===== config.mk =====
export PLATFORM = sky130hd
export DESIGN_NAME = html_text_extractor_unit
export DESIGN_NICKNAME = d
export VERILOG_FILES = /design/src/hw/rtl/hte_pkg.sv /design/src/hw/rtl/hte_filter.sv /design/src/hw/rtl/hte_cell.sv /design/src/hw/rtl/html_text_extractor_unit.sv
export SDC_FILE = /design/constraint.sdc
export NUM_CORES = 1
export LEC_CHECK = 0
export BUFFER_PORTS_ARGS = -buffer_cell sky130_fd_sc_hd__clkbuf_2
export CORE_MARGIN = 10
export CORE_UTILIZATION = 45
export CTS_CLUSTER_DIAMETER = 30
export DETAILED_ROUTE_END_ITERATION = 10
export MAX_ROUTING_LAYER = met4
export PLACE_DENSITY_LB_ADDON = 0.1
export SYNTH_ARGS = -nofsm -noshare
export SYNTH_HDL_FRONTEND = slang
export SYNTH_SLANG_ARGS = --single-unit
export TNS_END_PERCENT = 50

===== constraint.sdc =====
create_clock -name clk -period 5.3 [get_ports clk]
set_clock_uncertainty 0.2 [all_clocks]
set_input_delay 1.06 -clock clk [delete_from_list [all_inputs] [get_ports clk]]
set_output_delay 1.06 -clock clk [all_outputs]
set_load 0.005 [all_outputs]

===== src/hw/rtl/hte_pkg.sv =====
// Shared types, entity patterns and replacements for the HTML text extractor.
`timescale 1ns / 1ps
package hte_pkg;

  localparam int NUM_STAGES = 8;
  localparam int PAT_MAX    = 7;
  localparam int REP_MAX    = 3;
  localparam int HOLD_DEPTH = 7;

  localparam logic [7:0] AMP = 8'h26;

  typedef struct packed {
    logic [7:0] data;
    logic       bv;
    logic       last;
  } hte_item_t;

  localparam logic [7:0] PAT [NUM_STAGES][PAT_MAX] = '{
    '{8'h26, 8'h6E, 8'h62, 8'h73, 8'h70, 8'h3B, 8'h00},
    '{8'h26, 8'h61, 8'h6D, 8'h70, 8'h3B, 8'h00, 8'h00},
    '{8'h26, 8'h6C, 8'h74, 8'h3B, 8'h00, 8'h00, 8'h00},
    '{8'h26, 8'h67, 8'h74, 8'h3B, 8'h00, 8'h00, 8'h00},
    '{8'h26, 8'h71, 8'h75, 8'h6F, 8'h74, 8'h3B, 8'h00},
    '{8'h26, 8'h23, 8'h33, 8'h39, 8'h3B, 8'h00, 8'h00},
    '{8'h26, 8'h6D, 8'h64, 8'h61, 8'h73, 8'h68, 8'h3B},
    '{8'h26, 8'h6E, 8'h64, 8'h61, 8'h73, 8'h68, 8'h3B}
  };

  localparam logic [2:0] PAT_LEN [NUM_STAGES] = '{
    3'd6, 3'd5, 3'd4, 3'd4, 3'd6, 3'd5, 3'd7, 3'd7
  };

  localparam logic [7:0] REP [NUM_STAGES][REP_MAX] = '{
    '{8'h20, 8'h00, 8'h00},
    '{8'h26, 8'h00, 8'h00},
    '{8'h3C, 8'h00, 8'h00},
    '{8'h3E, 8'h00, 8'h00},
    '{8'h22, 8'h00, 8'h00},
    '{8'h27, 8'h00, 8'h00},
    '{8'hE2, 8'h80, 8'h94},
    '{8'hE2, 8'h80, 8'h93}
  };

  localparam logic [2:0] REP_LEN [NUM_STAGES] = '{
    3'd1, 3'd1, 3'd1, 3'd1, 3'd1, 3'd1, 3'd3, 3'd3
  };

endpackage


===== src/hw/rtl/hte_filter.sv =====
// Tag, script and style filter feeding the entity cells.
`timescale 1ns / 1ps
module hte_filter (
  input  logic              clk,
  input  logic              rst,
  input  logic              in_valid,
  output logic              in_ready,
  input  logic [7:0]        in_byte,
  input  logic              in_last,
  output logic              out_valid,
  input  logic              out_ready,
  output hte_pkg::hte_item_t out_item
);

  localparam logic [63:0] END_SCRIPT = "</script";
  localparam logic [55:0] END_STYLE  = "</style";
  localparam logic [47:0] BEG_SCRIPT = "<scrip";
  localparam logic [39:0] BEG_STYLE  = "<styl";

  logic [63:0] win;
  logic tag_open, script_open, style_open;
  logic tag_next, script_next, style_next;
  logic emit;
  logic [7:0] emit_byte;
  logic load;
  hte_pkg::hte_item_t item_q;
  logic valid_q;

  assign in_ready = !valid_q || out_ready;
  assign load = in_valid && in_ready;

  always_comb begin
    tag_next = tag_open;
    script_next = script_open;
    style_next = style_open;
    emit = 1'b0;
    emit_byte = in_byte;
    if (in_byte == 8'h3C) begin
      tag_next = 1'b1;
    end else if (in_byte == 8'h3E) begin
      tag_next = 1'b0;
      if (win == END_SCRIPT) begin
        script_next = 1'b0;
      end else if (win[55:0] == END_STYLE) begin
        style_next = 1'b0;
      end
      emit = 1'b1;
      emit_byte = 8'h20;
    end else begin
      if (win[47:0] == BEG_SCRIPT && in_byte == 8'h74) begin
        script_next = 1'b1;
      end else if (win[39:0] == BEG_STYLE && in_byte == 8'h65) begin
        style_next = 1'b1;
      end
      emit = !tag_open && !script_next && !style_next;
    end
  end

  always_ff @(posedge clk) begin
    if (rst) begin
      win <= '0;
      tag_open <= 1'b0;
      script_open <= 1'b0;
      style_open <= 1'b0;
      valid_q <= 1'b0;
    end else begin
      if (load) begin
        if (in_last) begin
          win <= '0;
          tag_open <= 1'b0;
          script_open <= 1'b0;
          style_open <= 1'b0;
        end else begin
          win <= {win[55:0], in_byte};
          tag_open <= tag_next;
          script_open <= script_next;
          style_open <= style_next;
        end
        valid_q <= emit || in_last;
      end else if (out_ready) begin
        valid_q <= 1'b0;
      end
    end
  end

  always_ff @(posedge clk) begin
    if (load) begin
      item_q.data <= emit ? emit_byte : 8'h00;
      item_q.bv <= emit;
      item_q.last <= in_last;
    end
  end

  assign out_valid = valid_q;
  assign out_item = item_q;

endmodule


===== src/hw/rtl/hte_cell.sv =====
// One find-and-replace cell: holds a partial entity match and a short release queue.
`timescale 1ns / 1ps
module hte_cell #(
  parameter int STAGE = 0
) (
  input  logic              clk,
  input  logic              rst,
  input  logic              in_valid,
  output logic              in_ready,
  input  hte_pkg::hte_item_t in_item,
  output logic              out_valid,
  input  logic              out_ready,
  output hte_pkg::hte_item_t out_item
);

  localparam int DEPTH = hte_pkg::HOLD_DEPTH;
  localparam int CW = $clog2(DEPTH + 1);

  logic [7:0] hold [DEPTH];
  logic [CW-1:0] cnt;
  logic marker, lastf;
  logic [2:0] prog;

  logic [7:0] ent [DEPTH];
  logic hit, done;
  logic [2:0] prog_inc, newp, prog_next;
  logic [CW-1:0] n;
  logic load, pop;

  assign prog_inc = prog + 3'd1;
  assign hit = in_item.bv && (in_item.data == hte_pkg::PAT[STAGE][prog]);
  assign done = hit && (prog_inc == hte_pkg::PAT_LEN[STAGE]);

  always_comb begin
    if (!in_item.bv) begin
      newp = prog;
      n = in_item.last ? CW'(prog) : '0;
    end else if (done) begin
      newp = '0;
      n = CW'(hte_pkg::REP_LEN[STAGE]);
    end else if (hit) begin
      newp = prog_inc;
      n = in_item.last ? CW'(prog_inc) : '0;
    end else if (in_item.data == hte_pkg::AMP) begin
      newp = 3'd1;
      n = in_item.last ? CW'(prog_inc) : CW'(prog);
    end else begin
      newp = '0;
      n = CW'(prog_inc);
    end
    prog_next = in_item.last ? 3'd0 : newp;
  end

  always_comb begin
    for (int i = 0; i < DEPTH; i++) begin
      if (done) begin
        ent[i] = (i < hte_pkg::REP_MAX) ? hte_pkg::REP[STAGE][i] : 8'h00;
      end else if (i < int'(prog) || hit) begin
        ent[i] = hte_pkg::PAT[STAGE][i];
      end else begin
        ent[i] = in_item.data;
      end
    end
  end

  assign out_valid = (cnt != '0);
  assign pop = out_valid && out_ready;
  assign in_ready = (cnt == '0) || (cnt == CW'(1) && out_ready);
  assign load = in_valid && in_ready;

  always_ff @(posedge clk) begin
    if (rst) begin
      cnt <= '0;
      prog <= '0;
      marker <= 1'b0;
      lastf <= 1'b0;
    end else if (load) begin
      prog <= prog_next;
      marker <= (n == '0);
      lastf <= in_item.last;
      cnt <= (n == '0 && in_item.last) ? CW'(1) : n;
    end else if (pop) begin
      cnt <= cnt - CW'(1);
    end
  end

  always_ff @(posedge clk) begin
    if (load) begin
      for (int i = 0; i < DEPTH; i++) begin
        hold[i] <= ent[i];
      end
    end else if (pop) begin
      for (int i = 0; i < DEPTH - 1; i++) begin
        hold[i] <= hold[i + 1];
      end
    end
  end

  assign out_item.data = hold[0];
  assign out_item.bv = !marker;
  assign out_item.last = lastf && (cnt == CW'(1));

  a_marker_last: assert property (@(posedge clk) disable iff (rst)
    out_valid && !out_item.bv |-> out_item.last)
    else $error("end marker without last");
  a_prog_range: assert property (@(posedge clk) disable iff (rst)
    prog < hte_pkg::PAT_LEN[STAGE])
    else $error("partial match too long");
  a_last_clears: assert property (@(posedge clk) disable iff (rst)
    load && in_item.last |=> prog == 3'd0)
    else $error("match state kept past last item");

endmodule


===== src/hw/rtl/html_text_extractor_unit.sv =====
// Top level of the HTML text extractor: filter followed by a chain of entity cells.
//
// Input channel s_axis carries one raw document byte per item, tlast on the
// final byte. Output channel m_axis carries one decoded text byte per item;
// tuser is 1 when tdata holds a byte and 0 on an empty end marker, tlast marks
// the final item of a document. A document that yields no text ends in one
// end marker item.
// The filter takes one byte per cycle while its output is not stalled.
// Each of the eight cells passes one byte per cycle; a cell releasing a held
// partial match or a multi-byte replacement sends it out byte by byte and
// stalls upstream meanwhile.
// Reset clears the tag flags, the byte window and every partial match. When
// m_axis_tready is low, each cell holds its queue and backpressure propagates
// stage by stage to s_axis_tready; no item is dropped.
`timescale 1ns / 1ps
module html_text_extractor_unit (
  input  logic       clk,
  input  logic       rst,
  input  logic       s_axis_tvalid,
  output logic       s_axis_tready,
  input  logic [7:0] s_axis_tdata,   // [7:0] in_byte
  input  logic       s_axis_tlast,
  output logic       m_axis_tvalid,
  input  logic       m_axis_tready,
  output logic [7:0] m_axis_tdata,   // [7:0] out_byte
  output logic       m_axis_tuser,   // [0] byte valid
  output logic       m_axis_tlast
);

  localparam int N = hte_pkg::NUM_STAGES;

  logic               v [N+1];
  logic               r [N+1];
  hte_pkg::hte_item_t it [N+1];

  hte_filter u_filter (
    .clk       (clk),
    .rst       (rst),
    .in_valid  (s_axis_tvalid),
    .in_ready  (s_axis_tready),
    .in_byte   (s_axis_tdata),
    .in_last   (s_axis_tlast),
    .out_valid (v[0]),
    .out_ready (r[0]),
    .out_item  (it[0])
  );

  for (genvar g = 0; g < N; g++) begin : g_cell
    hte_cell #(.STAGE(g)) u_cell (
      .clk       (clk),
      .rst       (rst),
      .in_valid  (v[g]),
      .in_ready  (r[g]),
      .in_item   (it[g]),
      .out_valid (v[g+1]),
      .out_ready (r[g+1]),
      .out_item  (it[g+1])
    );
  end

  assign r[N] = m_axis_tready;
  assign m_axis_tvalid = v[N];
  assign m_axis_tdata = it[N].data;
  assign m_axis_tuser = it[N].bv;
  assign m_axis_tlast = it[N].last;

endmodule

==> results.md <==
* Run status: complete, no violations
* Htree depth at 4
* Netlist Area Pre-Place at 30200 µm²
* Routed Antenna Nets at 0
* Clock-pin slew on the worst setup and hold paths at 40 ps
* Max-cap violation count at 0
* Worst Path Max Fanout at 24
* Hold-fix buffers, CTS at 0
* Ys async rst share at 0
* DP Wirelength at 47.3 mm
* Data required, critical path at 5640 ps
* Number of global-route vias before repair at 22900
* Endpoints failing hold at 0
* Max Slew Vio Count at 0
* Fraction of layout cells with a size suffix above 1 at 0.110
* Clk root buf: clkbuf_16
* Tot GR Track Use at 0.196
* Synth Instances at 3073
* Period minus WS final at 4210 ps
* Finish-stage setup viols at 0
* Sequential area share after synthesis at 0.544
* TritonRoute pass-1 iters at 7
* CTS Buf Count at 139
* DR vias/cell at 5.84
* Area grow syn2layout at 17.5%
* Final core utilization at 0.536
* CTS max path bufs at 3
* Crit Path Class: reg -> reg
* Fmax at 0.238 GHz
* Worst Setup End Kind: register
* Crit share post-route at 0.794
* Placeable Area at 66100 µm²
* RSZ-0062 raised after global routing: false
* Synth unique cells at 91
* DR vias at 23500
* Total Neg Setup Slack at 0 ps
* Slew HR at 0.225
* Initial antenna violation count at 1
* PD cells at 736 nW/µm²
* Final #Nets at 3132
* Drt drc at 0
* Yosys warnings at 0
* Seq cells post-synth at 590
* Syn_nets at 3161
* Startpoint Class: register
* Post-Route WL at 75.6 mm
* Post-cts repair resize count at 0
* Prevailing post-synth register cell: edfxtp_1
* Worst slew pin tran at 1160 ps
* Hold Path Class: reg -> reg
* CTS Sinks at 590
* CTS tree: built
* Die area at 77800 µm²
* WL/cell at 18.8 µm
* DR iter-0 viols at 2156
* Starting Density at 0.456
* Setup repair bufs after CTS at 0
* PortBufs at 24
* Clock Latency Late Sink at 710 ps
* Number of I/O pins at 25
* EDFF count, synth at 458
* Leakage power at 0.0130 µW
* Die width at 279 µm
* Worst IR Drop VDD at 0.369 mV
* Pin count of the biggest net entering global routing at 76
* Die span in y at 279 µm
* First-pass GRT wire length at 123 mm
* Total global routing overflow at 0
* Standard-cell rows at 94
* Worst Path Arrival at 4550 ps
* Fill cells at 5857
* Avg Synthesized Cell Area at 9.82 µm²
* GPL Wtd Cong at 0.849
[metal layers]
layer  wire length, µm  vias up  GRT usage
li1                  -    11200          -
met1             35400    11500      0.265
met2             34800      657      0.295
met3              4110      117     0.0354
met4              1350        0     0.0674
met5                 0        -          -
[state kept, by name (all words and copies together) (netlist names), 8 cells and up]
name	count
g_cell.u_cell.hold	448
u_filter.win	64
g_cell.u_cell.cnt	24
g_cell.u_cell.prog	24
u_filter.out_item	10
g_cell.u_cell.lastf	8
g_cell.u_cell.marker	8
[kinds of logic (layout without fill, tap and decap cells)]
logic type	count (synthesis)	count (layout)	share of synthesized area
AND/OR/NAND/NOR	1107	1107	0.173
AO/OA/AOI/OAI	893	893	0.184
flip-flops	590	590	0.544
buffers and inverters	333	415	0.0444
adder cells (fa/ha/maj)	75	75	0.0311
XOR/XNOR	49	49	0.0142
multiplexers	26	26	0.00892
other	0	1	0
[through the flow]
step | hold slack (ps) | instances | cell area [µm²] | worst slack (ps) | total power [µW]
final | 252 | 4020 | 35500 | 1090 | 26100
after floorplan | 232 | 3073 | 30200 | 995 | 15500
after CTS | 252 | 4019 | 35400 | 1180 | 26300
after detailed placement | 246 | 3767 | 30800 | 1020 | 17800
after global routing | 277 | 4020 | 35500 | 814 | 27800
after global placement | 243 | 3767 | 30800 | 1060 | 17500
[power breakdown]
part           leakage (µW)  switching [µW]  internal (µW)  total (µW)
registers           0.00549            1360           8760       10100
logic               0.00527            5040           2550        7590
clock network       0.00228            2670           5720        8400
[area by class of cell]
type                            count  area, µm²  share of cell area
Inverter                           98        368              0.0104
Clock inverter                     75        888              0.0251
Multi-Input combinational cell   2150      12500               0.352
Clock buffer                      177       3790               0.107
Sequential cell                   590      16400               0.462
Antenna cell                        1       2.50           0.0000706
Timing Repair Buffer               65        443              0.0125
Tap cell                          864       1080              0.0305
[final timing paths]
check / depth (start not counted) / start / to / slack [ps]
worst max-delay path: 10 / g_cell[7].u_cell.prog[1]$_SDFFE_PP0P_ / g_cell[7].u_cell.hold[0][33]$_DFFE_PP_ / 1090
worst min-delay path: 2 / g_cell[4].u_cell.lastf$_SDFFE_PP0P_ / g_cell[4].u_cell.lastf$_SDFFE_PP0P_ / 250
worst max register to register: 10 / g_cell[7].u_cell.prog[1]$_SDFFE_PP0P_ / g_cell[7].u_cell.hold[0][33]$_DFFE_PP_ / 1090
worst min register to register: 2 / g_cell[4].u_cell.lastf$_SDFFE_PP0P_ / g_cell[4].u_cell.lastf$_SDFFE_PP0P_ / 250
[Yosys cell counts, drive strengths merged (8+ instances only)]
cell / number / share of area
edfxtp: 458 / 0.46
nand3: 118 / 0.020
a211oi: 21 / 0.0056
nand4: 20 / 0.0041
nor3: 27 / 0.0045
clkbuf: 175 / 0.022
dfxtp: 132 / 0.088
a211o: 10 / 0.0029
xnor2: 29 / 0.0084
a22o: 71 / 0.021
a21o: 19 / 0.0047
mux2i: 19 / 0.0063
a21oi: 284 / 0.048
a31o: 8 / 0.0023
o311ai: 15 / 0.0046
nand2: 413 / 0.051
nor2: 286 / 0.036
nor4: 17 / 0.0039
a31oi: 30 / 0.0064
nor2b: 20 / 0.0041
o21ai: 287 / 0.048
o211ai: 12 / 0.0030
xor2: 20 / 0.0058
nand3b: 15 / 0.0037
and2: 32 / 0.0066
nor4b: 10 / 0.0038
nand2b: 35 / 0.0073
o31ai: 37 / 0.0092
or3: 20 / 0.0041
ha: 75 / 0.031
buf: 60 / 0.010
and3: 38 / 0.0079
nand4b: 12 / 0.0035
inv: 96 / 0.012
[layout by cell type (no fill, tap or decap), types with 41 or more instances in the layout]
cell type,instances
o21ai_0,278
inv_1,90
edfxtp_1,458
nand3_1,117
nand2_1,405
a21oi_1,279
buf_4,41
nor2_1,280
a22o_1,71
clkbuf_16,144
dfxtp_1,132
ha_1,75
[critical path, stage by stage, from the launching register on]
cell and delay [ps]:
dfxtp_1 950, ha_1 290, inv_1 50, ha_1 190, xor2_1 150, or4_1 510
a211o_1 360, o21ai_1 650, a21o_1 350, o21ai_0 140, a21oi_1 190
No activity file was read; power rests on OpenSTA's default activity.
